==> src/sv/bec_pkg.sv <==
// Package for the backslash escape codec: word types, register indexes
// and character constants. No dependencies.
`default_nettype none

package bec_pkg;

	localparam int unsigned CFG_W       = 11;
	localparam int unsigned LIMIT_MAX   = (2 ** CFG_W) - 1;
	localparam int unsigned MAX_OUT_DEF = 1024;
	localparam logic [CFG_W-1:0] LIMIT_RESET = CFG_W'(1024);

	// Configuration register indexes
	localparam logic REG_DECODE_MODE  = 1'b0;
	localparam logic REG_OUTPUT_LIMIT = 1'b1;

	localparam logic [7:0] BSLASH    = 8'h5C;
	localparam logic [7:0] ZERO_CHAR = 8'h30;
	localparam logic [7:0] NUL       = 8'h00;

	typedef struct packed {
		logic [7:0] in_byte;
		logic       buffer_end;
	} in_t;

	typedef struct packed {
		logic [7:0] out_byte;
		logic       run_last;
	} out_t;

	// Up to two bytes produced by one input word
	typedef struct packed {
		logic [1:0] n;
		logic [7:0] b0;
		logic [7:0] b1;
	} res_t;

endpackage

`default_nettype wire

==> src/sv/bec_chan_if.sv <==
// Valid/ready channel carrying one word of payload type T.
// Used with the word types of bec_pkg.
`default_nettype none

interface bec_chan_if #(
	parameter type T = logic
);
	logic valid;
	logic ready;
	T     data;

	modport source (output valid, output data, input ready);
	modport sink   (input valid, input data, output ready);
endinterface

`default_nettype wire

==> src/sv/bec_step.sv <==
// Conversion step of the codec: encodes or decodes one buffered word and
// keeps the decode state (pending backslash, stopped, byte count). Uses bec_pkg.
`default_nettype none

module bec_step #(
	parameter int MAX_OUT = bec_pkg::MAX_OUT_DEF
) (
	input  wire                         clk,
	input  wire                         arst_n,
	input  wire                         fire,
	input  wire                         mode,
	input  wire [bec_pkg::CFG_W-1:0]    limit,
	input  bec_pkg::in_t                word,
	output bec_pkg::res_t               res
);
	import bec_pkg::*;

	localparam int LIM_MAX = (MAX_OUT < int'(LIMIT_MAX)) ? MAX_OUT : int'(LIMIT_MAX);
	localparam int CNT_W   = $clog2(LIM_MAX + 1);

	typedef struct packed {
		logic             ok;
		logic             stop;
		logic [CNT_W-1:0] cnt;
	} emit_t;

	function automatic emit_t emit_one(input logic s, input logic [CNT_W-1:0] c,
			input logic [CNT_W-1:0] l);
		emit_t r;
		r.ok   = 1'b0;
		r.stop = s;
		r.cnt  = c;
		if (!s) begin
			if (c < l) begin
				r.ok  = 1'b1;
				r.cnt = c + 1'b1;
			end
			if (r.cnt >= l) begin
				r.stop = 1'b1;
			end
		end
		return r;
	endfunction

	logic             pend_q, stop_q;
	logic [CNT_W-1:0] cnt_q;
	logic             pend_d, stop_d;
	logic [CNT_W-1:0] cnt_d;
	logic [CNT_W-1:0] lim;
	logic             try1, try2, plain2;
	logic [7:0]       x1, x2;
	emit_t            e1, e2;
	logic             ok2;
	logic [7:0]       b;
	logic             last;

	assign b    = word.in_byte;
	assign last = word.buffer_end;
	assign lim  = (32'(limit) > MAX_OUT) ? CNT_W'(MAX_OUT) : CNT_W'(limit);

	always_comb begin
		pend_d = pend_q;
		stop_d = stop_q;
		cnt_d  = cnt_q;
		try1   = 1'b0;
		try2   = 1'b0;
		plain2 = 1'b0;
		x1     = b;
		x2     = b;
		ok2    = 1'b0;
		e1     = '0;
		e2     = '0;
		res    = '0;
		if (!mode) begin
			if (b == NUL) begin
				res = '{n: 2'd2, b0: BSLASH, b1: ZERO_CHAR};
			end else if (b == BSLASH) begin
				res = '{n: 2'd2, b0: BSLASH, b1: BSLASH};
			end else begin
				res = '{n: 2'd1, b0: b, b1: b};
			end
		end else begin
			if (!stop_q) begin
				if (pend_q) begin
					pend_d = 1'b0;
					try1   = 1'b1;
					if (b == ZERO_CHAR) begin
						x1 = NUL;
					end else if (b == BSLASH) begin
						x1 = BSLASH;
					end else begin
						// Unpaired backslash is literal; the new byte follows.
						x1     = BSLASH;
						try2   = last;
						plain2 = !last;
					end
				end else if (last) begin
					try1 = 1'b1;
				end else begin
					plain2 = 1'b1;
				end
			end
			e1 = emit_one(stop_q, cnt_q, lim);
			if (try1) begin
				stop_d = e1.stop;
				cnt_d  = e1.cnt;
			end
			e2 = emit_one(stop_d, cnt_d, lim);
			if (try2) begin
				ok2    = e2.ok;
				stop_d = e2.stop;
				cnt_d  = e2.cnt;
			end else if (plain2 && !stop_d) begin
				if (b == BSLASH) begin
					pend_d = 1'b1;
				end else if (b == NUL) begin
					stop_d = 1'b1;
				end else begin
					ok2    = e2.ok;
					stop_d = e2.stop;
					cnt_d  = e2.cnt;
				end
			end
			if (stop_d) begin
				pend_d = 1'b0;
			end
			if (last) begin
				pend_d = 1'b0;
				stop_d = 1'b0;
				cnt_d  = '0;
			end
			res.n  = 2'({1'b0, try1 & e1.ok} + {1'b0, ok2});
			res.b0 = (try1 && e1.ok) ? x1 : x2;
			res.b1 = x2;
		end
	end

	always_ff @(posedge clk or negedge arst_n) begin
		if (!arst_n) begin
			pend_q <= 1'b0;
			stop_q <= 1'b0;
			cnt_q  <= '0;
		end else if (fire && mode) begin
			pend_q <= pend_d;
			stop_q <= stop_d;
			cnt_q  <= cnt_d;
		end
	end

endmodule

`default_nettype wire

==> src/sv/bec_obuf.sv <==
// Codec's two-byte output register: loads the bytes of one word and sends
// them one per cycle while result is ready. Uses bec_pkg, bec_chan_if.
`default_nettype none

module bec_obuf (
	input  wire             clk,
	input  wire             arst_n,
	input  wire             load,
	input  bec_pkg::res_t   res,
	output logic            free,
	bec_chan_if.source      result
);
	import bec_pkg::*;

	logic [1:0] cnt_q;
	logic [7:0] slot0_q, slot1_q;
	logic       take;

	assign take         = result.valid && result.ready;
	assign free         = (cnt_q == 2'd0) || ((cnt_q == 2'd1) && result.ready);
	assign result.valid = (cnt_q != 2'd0);
	assign result.data  = '{out_byte: slot0_q, run_last: (cnt_q == 2'd1)};

	always_ff @(posedge clk or negedge arst_n) begin
		if (!arst_n) begin
			cnt_q <= 2'd0;
		end else if (load) begin
			cnt_q <= res.n;
		end else if (take) begin
			cnt_q <= cnt_q - 2'd1;
		end
	end

	always_ff @(posedge clk) begin
		if (load) begin
			slot0_q <= res.b0;
			slot1_q <= res.b1;
		end else if (take) begin
			slot0_q <= slot1_q;
		end
	end

endmodule

`default_nettype wire

==> src/sv/backslash_escape_codec.sv <==
// Top level of the backslash escape codec. Depends on bec_pkg, bec_chan_if,
// bec_step and bec_obuf.
//
// A word taken on the item channel is held in an input register, converted
// combinationally and loaded into a two-byte output register once that
// register is free. A word that gives two bytes (encode of a zero or a
// backslash, decode of a lone backslash followed by another byte) stays
// longer in the output register, which sends one byte per cycle while the
// result channel is ready. A new word is accepted while earlier bytes still
// wait on the result channel. There is no memory and no clearing pass after
// reset. Configuration is written through cfg_we/cfg_index/cfg_data:
// index 0 is decode_mode, index 1 is output_limit.
`default_nettype none

module backslash_escape_codec #(
	parameter int MAX_OUT = bec_pkg::MAX_OUT_DEF
) (
	input  wire                         clk,
	input  wire                         arst_n,
	input  wire                         cfg_we,
	input  wire                         cfg_index,
	input  wire [bec_pkg::CFG_W-1:0]    cfg_data,
	bec_chan_if.sink                    item,
	bec_chan_if.source                  result
);
	import bec_pkg::*;

	logic             mode_q;
	logic [CFG_W-1:0] limit_q;
	logic             valid_s1;
	in_t              item_s1;
	logic             free;
	logic             adv;
	res_t             res;

	assign adv        = valid_s1 && free;
	assign item.ready = !valid_s1 || free;

	always_ff @(posedge clk or negedge arst_n) begin
		if (!arst_n) begin
			mode_q  <= 1'b0;
			limit_q <= LIMIT_RESET;
		end else if (cfg_we) begin
			unique case (cfg_index)
				REG_DECODE_MODE:  mode_q  <= cfg_data[0];
				REG_OUTPUT_LIMIT: limit_q <= cfg_data;
				default: ;
			endcase
		end
	end

	always_ff @(posedge clk or negedge arst_n) begin
		if (!arst_n) begin
			valid_s1 <= 1'b0;
		end else if (item.ready) begin
			valid_s1 <= item.valid;
		end
	end

	always_ff @(posedge clk) begin
		if (item.valid && item.ready) begin
			item_s1 <= item.data;
		end
	end

	bec_step #(
		.MAX_OUT (MAX_OUT)
	) u_step (
		.clk    (clk),
		.arst_n (arst_n),
		.fire   (adv),
		.mode   (mode_q),
		.limit  (limit_q),
		.word   (item_s1),
		.res    (res)
	);

	bec_obuf u_obuf (
		.clk    (clk),
		.arst_n (arst_n),
		.load   (adv),
		.res    (res),
		.free   (free),
		.result (result)
	);

`ifndef ASSERT_OFF
	// Encoding never drops a byte.
	a_encode_emits: assert property (@(posedge clk) disable iff (!arst_n)
		(adv && !mode_q) |-> (res.n != 2'd0))
		else $error("encode word produced no byte");

	// One word never gives more than two bytes.
	a_two_max: assert property (@(posedge clk) disable iff (!arst_n)
		adv |-> (res.n != 2'd3))
		else $error("word produced more than two bytes");

	// A held word stays put until the output register can take it.
	a_hold_s1: assert property (@(posedge clk) disable iff (!arst_n)
		(valid_s1 && !free) |=> (valid_s1 && $stable(item_s1)))
		else $error("input register changed while blocked");
`endif

endmodule

`default_nettype wire

==> src/flat_wrapper.sv <==
// flat-port wrapper written by rule: the top's interface ports become plain ports
module backslash_escape_codec_flat import bec_pkg::*;
#(
	parameter int MAX_OUT = bec_pkg::MAX_OUT_DEF
)
  (clk, arst_n, cfg_we, cfg_index, cfg_data, item_valid, item_data, item_ready, result_valid, result_data, result_ready);
  bec_chan_if #(.T(in_t)) item_i ();
  bec_chan_if #(.T(out_t)) result_i ();
  input  wire clk;
  input  wire arst_n;
  input  wire cfg_we;
  input  wire cfg_index;
  input  wire [bec_pkg::CFG_W-1:0] cfg_data;
  input wire logic [$bits(item_i.valid)-1:0] item_valid;
  input wire logic [$bits(item_i.data)-1:0] item_data;
  output wire logic [$bits(item_i.ready)-1:0] item_ready;
  output wire logic [$bits(result_i.valid)-1:0] result_valid;
  output wire logic [$bits(result_i.data)-1:0] result_data;
  input wire logic [$bits(result_i.ready)-1:0] result_ready;
  assign item_i.valid = item_valid;
  assign item_i.data = item_data;
  assign item_ready = item_i.ready;
  assign result_valid = result_i.valid;
  assign result_data = result_i.data;
  assign result_i.ready = result_ready;
  backslash_escape_codec #(.MAX_OUT(MAX_OUT)) u_core (.clk(clk), .arst_n(arst_n), .cfg_we(cfg_we), .cfg_index(cfg_index), .cfg_data(cfg_data), .item(item_i), .result(result_i));
endmodule
==> config.mk <==
export PLATFORM = sky130hd
export DESIGN_NAME = backslash_escape_codec_flat
export DESIGN_NICKNAME = d
export VERILOG_FILES = /design/src/sv/bec_pkg.sv /design/src/sv/bec_chan_if.sv /design/src/sv/bec_step.sv /design/src/sv/bec_obuf.sv /design/src/sv/backslash_escape_codec.sv /design/src/flat_wrapper.sv
export SDC_FILE = /design/constraint.sdc
export NUM_CORES = 1
export LEC_CHECK = 0
export ABC_AREA = 1
export BUFFER_PORTS_ARGS = -buffer_cell sky130_fd_sc_hd__clkbuf_2
export CORE_MARGIN = 3
export CORE_UTILIZATION = 55
export DETAILED_ROUTE_END_ITERATION = 10
export GPL_TIMING_DRIVEN = 0
export PLACE_DENSITY_LB_ADDON = 0.12
export SLEW_MARGIN = 20
export SYNTH_ARGS = -nofsm -noshare
export SYNTH_HDL_FRONTEND = slang
export SYNTH_SLANG_ARGS = --single-unit
==> constraint.sdc <==
create_clock -name clk -period 5.8 [get_ports clk]
set_input_delay 1.45 -clock clk [delete_from_list [all_inputs] [get_ports clk]]
set_output_delay 1.45 -clock clk [all_outputs]
set_load 0.03 [all_outputs]
==> results of run 1 <==
==> through the flow <==
stage | utilization | hold slack, ps | cell area (sq um) | setup TNS [ps] | instances
after CTS | 0.6240 | 534.4 | 4847 | 0 | 747
after detailed placement | 0.6084 | 511.6 | 4726 | 0 | 738
after floorplan | - | 494.8 | 4418 | 0 | 600
final | 0.6459 | 535.5 | 5017 | 0 | 753
after global placement | 0.6084 | 498.7 | 4726 | 0 | 738
after global routing | 0.6459 | 567.9 | 5017 | -52.34 | 753
==> final cells by class <==
class | instances | area [sq um] | area share
multi-input combinational | 444 | 2676 | 0.5334
tap | 102 | 127.6 | 0.02544
buffer | 14 | 75.07 | 0.01496
inverter | 89 | 336.6 | 0.06708
sequential | 53 | 1454 | 0.2898
clock buffer | 6 | 72.57 | 0.01446
clock inverter | 2 | 38.79 | 0.007731
timing repair buffer | 43 | 236.5 | 0.04713
==> critical path: cells and delay by family (launching register included) <==
kind                       cells  cell delay (ps)
adders and majority gates      3              890
xor gates and xnor gates       1              190
AOI/OAI and AO/OA              9             1020
DFF                            1              450
buffers and inverters          6              530
and+or+nand+nor               21             2220
==> routing by layer <==
layer | up-vias | GRT usage | routed length, um | share of wire
met2 | 134 | 0.3880 | 4978 | 0.45
met5 | - | 0 | 0 | 0
met4 | 0 | 0.08531 | 266 | 0.024
met1 | 1893 | 0.3556 | 5080 | 0.46
met3 | 18 | 0.03710 | 660 | 0.060
li1 | 2072 | - | - | -
==> cell families (layout without fill, tap and decap cells) <==
family,count (synthesis),in the layout,share of synthesized area
buffers and inverters,103,154,0.09176
DFF,53,53,0.3288
adders and majority gates,47,47,0.1331
xor gates and xnor gates,11,11,0.02181
muxes,9,9,0.02294
and+or+nand+nor,303,303,0.3064
AOI/OAI and AO/OA,74,74,0.09516
==> registers in the layout (all words and copies together) (netlist names) <==
name,count
u_core.limit_q,11
u_core.u_step.cnt_q,11
u_core.item_s1,9
u_core.u_obuf.slot0_q,8
u_core.u_obuf.slot1_q,8
u_core.u_obuf.cnt_q,2
u_core.mode_q,1
u_core.u_step.pend_q,1
u_core.u_step.stop_q,1
u_core.valid_s1,1
==> path summary, 6_finish.rpt <==
check / endpoint
max in group asynchronous: u_core.limit_q[3]
setup / recovery: u_core.u_step.stop_q
hold reg to reg: u_core.u_obuf.slot0_q[5]
min in group asynchronous: u_core.u_step.cnt_q[6]
setup reg to reg: u_core.u_step.stop_q
hold / removal: u_core.u_obuf.slot0_q[5]
==> cells in the mapped netlist, types with 2 or more instances <==
cell type  instances  area, sq um
inv_2             13        48.80
mux2_2             9        101.4
nand4_1           10        62.56
nand3_1           41        205.2
o21ai_0           18        90.09
o211ai_1           4        30.03
nand2_1          190        713.2
nor2_4             2        22.52
buf_2              3        15.01
nand2_4            3        33.78
o21ai_1            8        40.04
xor2_1            10        87.58
a31oi_1            2        12.51
inv_1             75        281.5
nor4_1             4        25.02
nor3_1             5        25.02
nor2_1            24        90.09
nand3_2            6        60.06
nor2_2             4        25.02
dfrtp_1           27        675.7
buf_6              2        22.52
clkbuf_1           8        30.03
nand2_2           11        68.82
o22ai_1            2        12.51
a21oi_1           32        160.2
ha_1              47        588.1
edfxtp_1          25        750.7
==> repair_timing <==
action                                  in CTS  in global routing
buffers inserted                             1                  6
pin swaps                                    1                  9
endpoints found under the setup margin       1                  1
resized for setup                            1                 32
==> impl_metrics.ini, run 1 <==
[floorplanning]
design.portCount = 37
initial_core_util = 0.5688
core_area_sq_um = 7767
rows = 32
dieArea_sq_um = 9144
dieWidth_um = 95.63
die_y_um = 95.63

[worst_setup_path]
r2r-start = u_core.limit_q[3]
crit_path_max_fanout = 10
critPathCaptureType = register
rr_worst_depth = 40
worst_path_max_delay_cell = dfrtp_2
r2r_slack_ps = 330
cp-startpoint = u_core.limit_q[3]
worstSetupStartpointType = register
worstPathArrival_ps = 5650
critPathRequiredTime_ps = 5980
max_stage_delay_ps = 450
cpMostUsedCell = nand2_1
critPathKind = reg -> reg

[route]
wl_per_cell_um = 14.59
wirelength_mm = 10.99
dr.pass1.iters = 5
dr.first_iter.drc_count = 302
avgViaCountPerCell = 5.467
drc = 0
ant_nets = 0
vias = 4117

[clock_tree]
cts_root_buf = clkbuf_8
cts_buffers = 5
clkSinkCount = 53
cts.path.max_buffers = 2
htreeDepth = 2
cts_tree = built
clkTransAtPathRegs_ps = 90
holdBufCountCts = 0
clk_latency_ps = 320

[timing]
fmax_mhz = 182.8
finalClockSkew_ps = 11.70
setup_viol = 0
fin_crit_ps = 5470
slew_headroom = 0.4576
slew_viol_final = 0
max_slew.worst_pin.slew_ps = 813.6
final.setup.worst_slack_ps = 330.2
hold_viol_final = 0
fin_crit_sh = 0.9431

[finish]
layout.nets = 723
diodes = 0
synthToLayoutAreaGrowth_pct = 13.57
n_fill_cell = 689
layout_common_cells = nand2_1 (179), inv_1 (75), ha_1 (45), nand3_1 (41), clkbuf_2 (36)
drive_above_1_share = 0.1920
final_common_cell = nand2_1

[synthesis]
async_flop_share = 0.5283
synth-seq-cells = 53
synth.avg_cell_area_sq_um = 7.363
ys.flop_type = dfrtp_1
synth_cells = 600
ys_warn_count = 0
synth_edf_count = 25
synthDistinctLibCells = 42
syn_area_sq_um = 4418
ys_seq_area_frac = 0.3288
synth_nets = 673

[placement]
dp_hpwl_mm = 8.597
post-place-ws_ps = 11.51
place_congestion = 0.9439
port_buffers = 36

[run]
maxCapViolations = 0

[outcome]
outcome = finished clean

[global_routing]
grt_max_degree = 29
grt_pass1_vias = 3775
grt_pass1_wl_mm = 17.65
grt_use_total = 0.2501
grt_antenna_before_repair = 0
grt_overflow = 0

[worst_hold_path]
worstHoldStart = u_core.u_obuf.slot1_q[5]
holdPathStages = 2
hold_path.class = reg -> reg
Power of run 1 is not shown: default switching activity piles up to over one toggle a cycle in this logic, so the estimate is an artifact.
==> run 2, diff against run 1 <==
--- a/config.mk
+++ b/config.mk
@@ -6,12 +6,13 @@
 export NUM_CORES = 1
 export LEC_CHECK = 0
 export ABC_AREA = 1
-export BUFFER_PORTS_ARGS = -buffer_cell sky130_fd_sc_hd__clkbuf_2
 export CORE_MARGIN = 3
 export CORE_UTILIZATION = 55
 export DETAILED_ROUTE_END_ITERATION = 10
+export DONT_BUFFER_PORTS = 1
 export GPL_TIMING_DRIVEN = 0
 export PLACE_DENSITY_LB_ADDON = 0.12
+export RECOVER_POWER = 50
 export SLEW_MARGIN = 20
 export SYNTH_ARGS = -nofsm -noshare
 export SYNTH_HDL_FRONTEND = slang
==> run 2 against run 1 <==
Maximum frequency is 0.81% higher. First-iteration DRC count is 7.6% higher. Register-to-register slack better by 40 ps. Clock-buffer cell count is 1 lower. Cell area fell by 3.7%. Flip-flop and latch count unchanged. Final cell count fell by 5.0%. Setup slack improved by 44 ps. Clock skew shrank 7.8 ps. Non-clock buffer count fell by 38. Critical endpoint unchanged. Core utilization down 2.4 points. Global-route usage is 0.22 points higher.
==> impl_metrics.ini, run 2 (synthesis results as in run 1) <==
[outcome]
outcome = finished clean

[worst_setup_path]
critPathRequiredTime_ps = 5980
max_stage_delay_ps = 440
critPathTopFamily = simple AND/OR/NAND/NOR gates
worstPathArrival_ps = 5610
critPathCaptureType = register
critPathKind = reg -> reg
cpMostUsedCell = nand2_1
crit_path_max_fanout = 10
worstSetupStartpointType = register
worst-path-buf-inv = 5
worst_path_max_delay_cell = dfrtp_1

[timing]
final.setup.worst_slack_ps = 374.4
fmax_mhz = 184.3
slew_viol_final = 0
fin_crit_sh = 0.9355
fin_crit_ps = 5426
slew_headroom = 0.4573
hold_viol_final = 0
whs_ps = 526.7
tns_ps = 0
max_slew.worst_pin.slew_ps = 814.1
finalClockSkew_ps = 3.881
setup_viol = 0

[finish]
synthToLayoutAreaGrowth_pct = 9.374
ff_latch_area_sq_um = 1453
layout.nets = 685
drive_above_1_share = 0.1533
n_fill_cell = 747
layout_common_cells = nand2_1 (178), inv_1 (75), ha_1 (43), nand3_1 (41), a21oi_1 (30)
multi_input_area_sq_um = 2709
final_common_cell = nand2_1
largestRegisters = u_core.limit_q: 11 flops, u_core.u_step.cnt_q: 11 flops, u_core.item_s1: 9 flops
diodes = 0

[global_routing]
grt_max_degree = 29
grt_pass1_vias = 3888
grt_pass1_wl_mm = 17.82
grt_antenna_before_repair = 0
grt_overflow = 0
grt_use_total = 0.2523

[route]
ant_nets = 0
vias = 4013
wirelength_mm = 11.13
dr.first_iter.drc_count = 325
drc = 0
avgViaCountPerCell = 5.613
dr.pass1.iters = 5
wl_per_cell_um = 15.57

[clock_tree]
cts_tree = built
cts.path.max_buffers = 2
cts_root_buf = clkbuf_8
clkTransAtPathRegs_ps = 100
cts_buffers = 5
clkSinkCount = 53
clk_latency_ps = 310
htreeDepth = 2

[floorplanning]
initial_core_util = 0.5688
rows = 32
dieWidth_um = 95.63
dieArea_sq_um = 9144
design.portCount = 37
core_area_sq_um = 7767
die_y_um = 95.63

[placement]
port_buffers = 0
post-place-ws_ps = 0.2554
place_congestion = 0.9553
dp_hpwl_mm = 8.701

[run]
maxCapViolations = 0

[worst_hold_path]
hold_path.class = reg -> reg
[run 2: cell types whose count changed in the layout (fill, tap and decap cells not counted), sizes merged]
cell      change
clkbuf       -36
buf           -3
inv           +2
bufinv        -1
clkinv        -1
clkinvlp      +1
[run 2: worst paths after layout]
| kind | start | end | slack, ps | depth (start not counted) |
|---|---|---|---|---|
| max | u_core.limit_q[7] | u_core.u_step.stop_q | 370 | 39 |
| min | u_core.u_obuf.slot1_q[1] | u_core.u_obuf.slot0_q[1] | 530 | 2 |
| max reg2reg | u_core.limit_q[7] | u_core.u_step.stop_q | 370 | 39 |
| min reg2reg | u_core.u_obuf.slot1_q[1] | u_core.u_obuf.slot0_q[1] | 530 | 2 |
| max in group asynchronous | arst_n | u_core.limit_q[10] | 4800 | 0 |
| min in group asynchronous | arst_n | u_core.u_step.cnt_q[5] | 820 | 0 |
[run 2: metal layers]
metal,GRT usage,routed length (um),up-vias
met5,0,0,-
met4,0.09716,380,0
met3,0.04736,636,27
met2,0.3995,5007,148
met1,0.3406,5107,1842
li1,-,-,1996
[run 2: through the flow]
stage	utilization	cells	area (sq um)
3_3_place_gp	0.5852	702	4546
5_1_grt	0.6221	715	4832
2_1_floorplan	-	600	4418
3_5_place_dp	0.5852	702	4546
6_report	0.6221	715	4832
4_1_cts	0.5986	711	4649
[run 2: cell type report]
cell class | count | area share
Multi-Input combinational cell | 444 | 0.5606
Sequential cell | 53 | 0.3006
Inverter | 89 | 0.06965
Tap cell | 102 | 0.02641
Buffer | 14 | 0.01476
Clock buffer | 5 | 0.01424
Timing Repair Buffer | 5 | 0.008545
Clock inverter | 3 | 0.005179
[run 2: repair_timing]
item | 4_1_cts | 5_1_grt
resized for setup | 1 | 35
pin swaps | 0 | 6
setup endpoints to repair | 1 | 1
hold buffers | 0 | 0
buffers inserted | 1 | 4
[run 2: worst register-to-register path, delay by kind of cell (launching register included)]
kind / cells / cell delay [ps]
flops: 1 / 440
simple gates: 22 / 2320
xor+xnor: 1 / 200
fa+ha+maj: 3 / 910
buf+inv: 5 / 510
compound gates: 8 / 870
Power of run 2 is left out for the same reason.
